$ cat config.mk
export PLATFORM = sky130hd
export DESIGN_NAME = viewport_aspect_scaler_unit
export DESIGN_NICKNAME = d
export VERILOG_FILES = /design/src/rtl/core/vasc_pkg.sv /design/src/rtl/core/vasc_serial_div.sv /design/src/rtl/core/vasc_serial_mul.sv /design/src/rtl/core/viewport_aspect_scaler_unit.sv
export SDC_FILE = /design/constraint.sdc
export NUM_CORES = 1
export LEC_CHECK = 0
export BUFFER_PORTS_ARGS = -buffer_cell sky130_fd_sc_hd__buf_2
export CAP_MARGIN = 20
export CORE_ASPECT_RATIO = 1.1
export CORE_MARGIN = 8
export CORE_UTILIZATION = 50
export DETAILED_ROUTE_END_ITERATION = 8
export HOLD_SLACK_MARGIN = 0.12
export PLACE_DENSITY = 0.68
export RECOVER_POWER = 50
export SETUP_SLACK_MARGIN = 0.1
export SLEW_MARGIN = 15
export SYNTH_ARGS = -nofsm -noshare
export SYNTH_HDL_FRONTEND = slang
export SYNTH_SLANG_ARGS = --single-unit
$ cat constraint.sdc
create_clock -name i_clk -period 7.83 [get_ports i_clk]
set_clock_uncertainty 0.1 [all_clocks]
set_input_delay 1.9575 -clock i_clk [delete_from_list [all_inputs] [get_ports i_clk]]
set_output_delay 1.9575 -clock i_clk [all_outputs]
set_load 0.05 [all_outputs]
$ cat src/rtl/core/vasc_pkg.sv
// ----------------------------------------------------------------------------
// vasc_pkg
// Shared types and constants for the viewport aspect scaler.
// ----------------------------------------------------------------------------
package vasc_pkg;

    localparam int LINES_W  = 10;
    localparam int CFG_W    = 10;
    localparam int CFG_IDX_W = 1;
    localparam int DVSR_W   = LINES_W + 2;

    localparam logic [LINES_W-1:0] LINES_RESET = 10'd256;

    localparam logic [1:0] MODE_FIT     = 2'd0;
    localparam logic [1:0] MODE_INTEGER = 2'd1;
    localparam logic [1:0] MODE_STRETCH = 2'd2;

    localparam logic [CFG_IDX_W-1:0] REG_SCALE_MODE    = 1'b0;
    localparam logic [CFG_IDX_W-1:0] REG_DISPLAY_LINES = 1'b1;

    typedef enum logic [2:0] {
        S_IDLE,
        S_FIT,
        S_KH,
        S_KW,
        S_MUL,
        S_DIV3,
        S_PLACE
    } t_state;

    typedef struct packed {
        logic busy;
        logic done;
    } t_unit_stat;

endpackage

$ cat src/rtl/core/vasc_serial_div.sv
// ----------------------------------------------------------------------------
// vasc_serial_div
// Restoring divider, one quotient bit per cycle, MSB first.
// ----------------------------------------------------------------------------
module vasc_serial_div #(
    parameter int DW = 16,
    parameter int VW = 12
) (
    input  logic                 i_clk,
    input  logic                 i_rst_n,
    input  logic                 i_start,
    input  logic [DW-1:0]        i_dividend,
    input  logic [VW-1:0]        i_divisor,
    output logic [DW-1:0]        o_quotient,
    output vasc_pkg::t_unit_stat o_stat
);
    import vasc_pkg::*;

    localparam int CNT_W = $clog2(DW + 1);

    logic [CNT_W-1:0] r_cnt;
    logic             r_busy;
    logic             r_done;
    logic [DW-1:0]    r_quo;
    logic [VW-1:0]    r_rem;

    logic [VW:0]      trial;
    logic             ge;
    logic [VW:0]      diff;

    assign trial = {r_rem, r_quo[DW-1]};
    assign ge    = trial >= {1'b0, i_divisor};
    assign diff  = trial - {1'b0, i_divisor};

    always_ff @(posedge i_clk) begin
        if (!i_rst_n) begin
            r_busy <= 1'b0;
            r_done <= 1'b0;
            r_cnt  <= '0;
        end else begin
            r_done <= 1'b0;
            if (i_start) begin
                r_busy <= 1'b1;
                r_cnt  <= CNT_W'(DW);
            end else if (r_busy) begin
                r_cnt <= r_cnt - CNT_W'(1);
                if (r_cnt == CNT_W'(1)) begin
                    r_busy <= 1'b0;
                    r_done <= 1'b1;
                end
            end
        end
    end

    always_ff @(posedge i_clk) begin
        if (i_start) begin
            r_quo <= i_dividend;
            r_rem <= '0;
        end else if (r_busy) begin
            r_quo <= {r_quo[DW-2:0], ge};
            r_rem <= ge ? diff[VW-1:0] : trial[VW-1:0];
        end
    end

    assign o_quotient  = r_quo;
    assign o_stat.busy = r_busy;
    assign o_stat.done = r_done;

endmodule

$ cat src/rtl/core/vasc_serial_mul.sv
// ----------------------------------------------------------------------------
// vasc_serial_mul
// Shift-add multiplier, one multiplier bit per cycle, MSB first.
// ----------------------------------------------------------------------------
module vasc_serial_mul #(
    parameter int AW = 14,
    parameter int BW = 10
) (
    input  logic                 i_clk,
    input  logic                 i_rst_n,
    input  logic                 i_start,
    input  logic [AW-1:0]        i_a,
    input  logic [BW-1:0]        i_b,
    output logic [AW-1:0]        o_product,
    output vasc_pkg::t_unit_stat o_stat
);
    import vasc_pkg::*;

    localparam int CNT_W = $clog2(BW + 1);

    logic [CNT_W-1:0] r_cnt;
    logic             r_busy;
    logic             r_done;
    logic [AW-1:0]    r_a;
    logic [BW-1:0]    r_b;
    logic [AW-1:0]    r_acc;

    always_ff @(posedge i_clk) begin
        if (!i_rst_n) begin
            r_busy <= 1'b0;
            r_done <= 1'b0;
            r_cnt  <= '0;
        end else begin
            r_done <= 1'b0;
            if (i_start) begin
                r_busy <= 1'b1;
                r_cnt  <= CNT_W'(BW);
            end else if (r_busy) begin
                r_cnt <= r_cnt - CNT_W'(1);
                if (r_cnt == CNT_W'(1)) begin
                    r_busy <= 1'b0;
                    r_done <= 1'b1;
                end
            end
        end
    end

    // product never exceeds AW bits here, so neither does any partial sum
    always_ff @(posedge i_clk) begin
        if (i_start) begin
            r_a   <= i_a;
            r_b   <= i_b;
            r_acc <= '0;
        end else if (r_busy) begin
            r_acc <= {r_acc[AW-2:0], 1'b0} + (r_b[BW-1] ? r_a : '0);
            r_b   <= {r_b[BW-2:0], 1'b0};
        end
    end

    assign o_product   = r_acc;
    assign o_stat.busy = r_busy;
    assign o_stat.done = r_done;

endmodule

$ cat src/rtl/core/viewport_aspect_scaler_unit.sv
// ----------------------------------------------------------------------------
// viewport_aspect_scaler_unit
// Places a 4:3 display inside a window: fit, integer multiple or stretch.
// ----------------------------------------------------------------------------
// Input channel: i_in_valid / o_in_stall carry one window size request.
// Output channel: o_out_valid / i_out_stall carry the placed rectangle.
// Config: i_cfg_we writes register i_cfg_idx (0 scale mode, 1 display lines)
// with i_cfg_data; write only while idle.
// One request at a time. Stretch, and fit where no division is needed,
// go from the fit step straight to placement; a fit with width from
// height adds one divide by 3; integer mode adds at most two divides, a
// multiply and a divide by 3. The work is done by the shared bit-serial
// divider (COORD_BITS + 2 steps per divide) and the 10-step serial
// multiplier for the line multiple.
// The result sits in an output register, so a new request is taken while it
// waits; a stalled receiver only holds the block once the next result is
// ready to be written out.
// Reset (synchronous, active low) returns the sequencer to idle, drops
// o_out_valid and sets scale mode fit and 256 display lines.
// ----------------------------------------------------------------------------
module viewport_aspect_scaler_unit #(
    parameter int COORD_BITS = 14
) (
    input  logic                           i_clk,
    input  logic                           i_rst_n,
    input  logic                           i_cfg_we,
    input  logic [vasc_pkg::CFG_IDX_W-1:0] i_cfg_idx,
    input  logic [vasc_pkg::CFG_W-1:0]     i_cfg_data,
    input  logic                           i_in_valid,
    output logic                           o_in_stall,
    input  logic [COORD_BITS-1:0]          i_window_width,
    input  logic [COORD_BITS-1:0]          i_window_height,
    output logic                           o_out_valid,
    input  logic                           i_out_stall,
    output logic [COORD_BITS-2:0]          o_left_offset,
    output logic [COORD_BITS-2:0]          o_top_offset,
    output logic [COORD_BITS:0]            o_rect_width,
    output logic [COORD_BITS-1:0]          o_rect_height
);
    import vasc_pkg::*;

    localparam int C     = COORD_BITS;
    localparam int DIV_W = COORD_BITS + 2;

    t_state r_state, n_state;

    logic [1:0]         r_mode;
    logic [LINES_W-1:0] r_lines;
    logic [C-1:0]       r_ww, r_wh, r_h, r_k;
    logic [C:0]         r_w;
    logic               r_wide, r_use_k, r_o_valid;
    logic [C-2:0]       r_left, r_top;
    logic [C:0]         r_ow;
    logic [C-1:0]       r_oh;

    logic [LINES_W-1:0] lines_d;
    logic [C+1:0]       h0_full;
    logic [C-1:0]       h0;
    logic               wide;
    logic [C-1:0]       kmin;
    logic               div_go, mul_go, place_ok;
    logic [DIV_W-1:0]   div_dividend, div_quo;
    logic [DVSR_W-1:0]  div_divisor;
    logic [C-1:0]       mul_prod;
    t_unit_stat         div_stat, mul_stat;
    logic [C:0]         w_c, left_diff;
    logic [C-1:0]       h_c, top_diff;

    assign lines_d = (r_lines == '0) ? LINES_W'(1) : r_lines;
    assign h0_full = {2'b00, r_ww} + {1'b0, r_ww, 1'b0};
    assign h0      = h0_full[C+1:2];
    assign wide    = h0 > r_wh;
    assign kmin    = (div_quo < {2'b00, r_k}) ? div_quo[C-1:0] : r_k;

    // configuration
    always_ff @(posedge i_clk) begin
        if (!i_rst_n) begin
            r_mode  <= MODE_FIT;
            r_lines <= LINES_RESET;
        end else if (i_cfg_we) begin
            unique case (i_cfg_idx)
                REG_SCALE_MODE:    r_mode  <= i_cfg_data[1:0];
                REG_DISPLAY_LINES: r_lines <= i_cfg_data[LINES_W-1:0];
                default: ;
            endcase
        end
    end

    // next state
    always_comb begin
        n_state = r_state;
        unique case (r_state)
            S_IDLE:  if (i_in_valid) n_state = S_FIT;
            S_FIT: begin
                case (r_mode)
                    MODE_STRETCH: n_state = S_PLACE;
                    MODE_INTEGER: n_state = S_KH;
                    default:      n_state = wide ? S_DIV3 : S_PLACE;
                endcase
            end
            S_KH:    if (div_stat.done) n_state = S_KW;
            S_KW: begin
                if (div_stat.done) begin
                    if (kmin != '0) n_state = S_MUL;
                    else            n_state = r_wide ? S_DIV3 : S_PLACE;
                end
            end
            S_MUL:   if (mul_stat.done) n_state = S_DIV3;
            S_DIV3:  if (div_stat.done) n_state = S_PLACE;
            S_PLACE: if (place_ok) n_state = S_IDLE;
            default: n_state = S_IDLE;
        endcase
    end

    // sequencer outputs
    always_comb begin
        o_in_stall = 1'b1;
        div_go     = 1'b0;
        mul_go     = 1'b0;
        place_ok   = 1'b0;
        unique case (r_state) inside
            S_IDLE:             o_in_stall = 1'b0;
            S_KH, S_KW, S_DIV3: div_go = !div_stat.busy && !div_stat.done;
            S_MUL:              mul_go = !mul_stat.busy && !mul_stat.done;
            S_PLACE:            place_ok = !r_o_valid || !i_out_stall;
            default: ;
        endcase
    end

    always_comb begin
        case (r_state)
            S_KH: begin
                div_dividend = {2'b00, r_h};
                div_divisor  = {2'b00, lines_d};
            end
            S_KW: begin
                div_dividend = h0_full + DIV_W'(2);
                div_divisor  = {lines_d, 2'b00};
            end
            default: begin
                div_dividend = r_use_k ? {r_h, 2'b01} : {r_wh, 2'b00};
                div_divisor  = DVSR_W'(3);
            end
        endcase
    end

    vasc_serial_div #(
        .DW(DIV_W),
        .VW(DVSR_W)
    ) u_div (
        .i_clk      (i_clk),
        .i_rst_n    (i_rst_n),
        .i_start    (div_go),
        .i_dividend (div_dividend),
        .i_divisor  (div_divisor),
        .o_quotient (div_quo),
        .o_stat     (div_stat)
    );

    vasc_serial_mul #(
        .AW(C),
        .BW(LINES_W)
    ) u_mul (
        .i_clk     (i_clk),
        .i_rst_n   (i_rst_n),
        .i_start   (mul_go),
        .i_a       (r_k),
        .i_b       (lines_d),
        .o_product (mul_prod),
        .o_stat    (mul_stat)
    );

    always_ff @(posedge i_clk) begin
        if (!i_rst_n) r_state <= S_IDLE;
        else          r_state <= n_state;
    end

    // datapath
    always_ff @(posedge i_clk) begin
        case (r_state)
            S_IDLE: begin
                if (i_in_valid) begin
                    r_ww <= (i_window_width  == '0) ? C'(1) : i_window_width;
                    r_wh <= (i_window_height == '0) ? C'(1) : i_window_height;
                end
            end
            S_FIT: begin
                r_use_k <= 1'b0;
                r_wide  <= wide;
                r_w     <= {1'b0, r_ww};
                if (r_mode == MODE_STRETCH) r_h <= r_wh;
                else                        r_h <= wide ? r_wh : h0;
            end
            S_KH:   if (div_stat.done) r_k <= div_quo[C-1:0];
            S_KW:   if (div_stat.done) r_k <= kmin;
            S_MUL: begin
                if (mul_stat.done) begin
                    r_h     <= mul_prod;
                    r_use_k <= 1'b1;
                end
            end
            S_DIV3: if (div_stat.done) r_w <= div_quo[C:0];
            default: ;
        endcase
    end

    // placement and output register
    assign w_c       = (r_w == '0) ? (C+1)'(1) : r_w;
    assign h_c       = (r_h == '0) ? C'(1) : r_h;
    assign left_diff = {1'b0, r_ww} - w_c;
    assign top_diff  = r_wh - h_c;

    always_ff @(posedge i_clk) begin
        if (place_ok) begin
            r_left <= (w_c >= {1'b0, r_ww}) ? '0 : left_diff[C-1:1];
            r_top  <= (h_c >= r_wh) ? '0 : top_diff[C-1:1];
            r_ow   <= w_c;
            r_oh   <= h_c;
        end
    end

    always_ff @(posedge i_clk) begin
        if (!i_rst_n) begin
            r_o_valid <= 1'b0;
        end else if (place_ok) begin
            r_o_valid <= 1'b1;
        end else if (!i_out_stall) begin
            r_o_valid <= 1'b0;
        end
    end

    assign o_out_valid   = r_o_valid;
    assign o_left_offset = r_left;
    assign o_top_offset  = r_top;
    assign o_rect_width  = r_ow;
    assign o_rect_height = r_oh;

    a_div_done_in_div_state: assert property (@(posedge i_clk) disable iff (!i_rst_n)
        div_stat.done |-> (r_state == S_KH || r_state == S_KW || r_state == S_DIV3))
        else $error("divider finished outside a division step");

    a_units_exclusive: assert property (@(posedge i_clk) disable iff (!i_rst_n)
        !(div_stat.busy && mul_stat.busy))
        else $error("divider and multiplier busy together");

    a_valid_from_place: assert property (@(posedge i_clk) disable iff (!i_rst_n)
        $rose(r_o_valid) |-> $past(r_state == S_PLACE))
        else $error("result raised outside placement");

    a_height_nonzero: assert property (@(posedge i_clk) disable iff (!i_rst_n)
        o_out_valid |-> (o_rect_height != '0 && o_rect_width != '0))
        else $error("empty rectangle delivered");

endmodule
==> results.py <==
metrics = {
    "synth": {
        "synth-edff-count": 168,
        "syn_area_um2": 13700,
        "syn_area_per_cell_um2": 10.1,
        "synth.distinct_cells": 77,
        "synth-seq-cells": 223,
        "synth_fp_nets": 1517,
        "ys_warn_count": 0,
        "async_flop_share_pct": 0,
        "synth-seq-area-share_pct": 44.9,
        "yosys_most_used_dff": "edfxtp_1",
        "postSynthCellCount": 1354,
    },
    "critical_path": {
        "crit_fanout": 37,
        "crit_cells": 3,
        "max_stage_delay_ps": 1280,
        "crit_family": "buffers and inverters",
        "required_ps": 5770,
        "r2r_cells": 6,
        "path_class": "reg -> out",
        "critical-path-slowest-cell": "clkbuf_1",
        "critPathLaunchType": "register",
        "crit_arrival_ps": 2710,
        "path_cells": "clkbuf_1 > or3_1 > buf_2",
        "end_kind": "output port",
        "crit_buf_inv": 2,
    },
    "sta": {
        "finalMaxSlewViolations": 123,
        "rsz0062_at_grt": "no",
        "setup_viol": 0,
        "post-route-period-util_pct": 60.9,
        "max_clock_freq_mhz": 210,
        "fin_ws_ps": 3060,
        "hold_slack_ps": 358,
        "tightest_slew_ps": 3070,
        "fin_setup_tns_ps": 0,
        "period_minus_slack_ps": 4770,
        "max_slew_margin_pct": -105,
        "hold_viol_final": 0,
    },
    "grt": {
        "grt_overflow": 0,
        "grt_pass1_wl_um": 55500,
        "grt_start_max_net_pins": 56,
        "antenna_found_initial": 0,
        "grt_pass1_vias": 10200,
        "grtUsageTotal_pct": 20.8,
    },
    "route": {
        "vias": 10300,
        "final_antenna_net_count": 0,
        "dr.pass1.iters": 6,
        "drt_first_iter_violations": 734,
        "viasPerCell": 5.82,
        "avgRoutedWirePerCell_um": 19.7,
        "drcViolationCount": 0,
        "routed_wl_um": 34900,
    },
    "pwr": {
        "p_switching_uw": 2720,
        "clkPwrFrac_pct": 18.3,
        "leakage_uw": 0.00621,
        "ir_drop_mv": 0.295,
        "p_per_area_nw_per_um2": 431,
        "switching_share_pct": 41.6,
        "combPwrFrac_pct": 48.6,
        "seq_power_share_pct": 33.1,
        "internal_power_uw": 3820,
    },
    "hold_path": {
        "hold_path.class": "reg -> reg",
        "min_path_cells": 2,
    },
    "layout": {
        "fin_area_um2": 15200,
        "areaGrowthSynthToFinish_pct": 10.9,
        "final_common_cell": "edfxtp_1",
        "drive_above_1_share_pct": 13.9,
        "finalNetCount": 1564,
        "final_cells": 1774,
        "layout_common_cells": "edfxtp_1, nand2_1, ha_1",
        "antenna_cells": 0,
    },
    "placement": {
        "gp_congestion": 0.935,
        "dp_hpwl_um": 26100,
        "io_buffer_count": 100,
        "dpl_cell_area_um2": 14400,
        "preCtsSetupSlack_ps": 3110,
        "placedCellCount": 1729,
    },
    "clock_tree": {
        "postCtsResizedCells": 0,
        "ctsLongestPathBuffers": 3,
        "root_buffer": "clkbuf_16",
        "post_cts_buffers": 0,
        "cts_tree": "done",
        "cts_inserted_buffers": 25,
        "htreeDepth": 1,
        "cts.sinks": 223,
        "clkTransAtPathRegs_ps": 60,
        "hold_buffers": 0,
        "insertion_delay_ps": 540,
    },
    "job": {
        "drv_cap": 3,
    },
    "floorplanning": {
        "die-width_um": 174,
        "num_io_pins": 101,
        "rows": 63,
        "die_area_um2": 33000,
        "die_y_um": 190,
        "initial_core_util_pct": 50.8,
        "core_area_um2": 27000,
    },
    "outcome": {
        "status": "finished, violations left",
        "violations": "capacitance limit, slew limit",
    },
}
[tightest hold or removal path: stages (launching register included)]
cell and delay [ps]:
dfxtp_1 330, nand2_1 50, o31ai_1 50
[area by class of cell]
| type | instances | area (um^2) |
|---|---|---|
| timing repair buffer | 113 | 543 |
| multi-input combinational | 929 | 6810 |
| fill | 2404 | 11800 |
| sequential | 223 | 6150 |
| inverter | 109 | 409 |
| tap | 357 | 447 |
| clock inverter | 10 | 130 |
| clock buffer | 33 | 706 |
[metrics by stage]
stage	utilization [%]	total power, uW
floorplan	-	4480
global placement	53.4	5210
detailed placement	53.4	5290
CTS	56.5	6520
global route	56.3	6980
finish	56.3	6540
[power groups by stage]
stage          logic (uW)  registers (uW)  clock network (uW)
3_5_place_dp         3120            2170                   0
6_report             3180            2160                1200
2_1_floorplan        2470            2010                   0
3_3_place_gp         3050            2160                   0
5_1_grt              3530            2200                1250
4_1_cts              3150            2150                1220
[layer usage]
layer  part of all wire [%]  GRT usage [%]  routed length (um)  up-vias
met2                     48           35.5               16700      347
met4                    3.4           7.01                1200        0
met3                    6.6           3.47                2290       75
met5                      0              0                   0        -
li1                       -              -                   -     4964
met1                     42           26.6               14700     4936
[cells in the mapped netlist (11+ instances only)]
cell	instances	area [um^2]
o21ai_0	66	330
and2_1	15	93.8
mux2i_1	31	310
nor2_1	80	300
nand2_1	121	454
a22o_1	12	105
mux2_2	52	586
nand2b_1	16	100
a21o_1	28	210
nor3_1	23	115
nor2b_1	16	100
o21a_1	16	120
a21boi_0	13	97.6
dfxtp_1	55	1100
nand3_1	16	80.1
xor2_1	24	210
ha_1	114	1430
edfxtp_1	168	5040
a211oi_1	11	82.6
xnor2_1	33	289
a21oi_1	69	345
inv_1	109	409
nor4_1	29	181
clkbuf_1	87	327
nand4_1	15	93.8
[sequential cells by signal, summed over array words and instances (netlist names), 2 cells and up]
register and count:
u_div.r_cnt 5, u_mul.o_product 14, r_lines 10, r_k 14, r_h 14, o_rect_height 14, u_mul.r_a 14, o_rect_width 15
r_ww 14, u_div.o_quotient 16, r_mode 2, o_top_offset 13, r_wh 14, r_state 3, r_w 15, o_left_offset 13
u_mul.r_b 10, u_div.r_rem 12, u_mul.r_cnt 4
[final timing paths]
path	end	slack (ps)	start
max	o_in_stall	3060	r_state[0]
min	u_div.r_rem[11]	360	u_div.r_rem[11]
max reg2reg	u_div.o_quotient[12]	3070	r_state[0]
min reg2reg	u_div.r_rem[11]	360	u_div.r_rem[11]
[logic make-up (layout without fill, tap and decap cells)]
family	after synthesis	in the layout	synth area share (%)
xor gates and xnor gates	57	57	3.64
DFF	223	223	44.9
and+or+nand+nor	376	376	13.7
buffers and inverters	202	265	5.56
muxes	83	83	6.54
adders and majority gates	119	119	11.1
AOI/OAI and AO/OA	294	294	14.6
No activity file was read; power rests on OpenSTA's default activity.
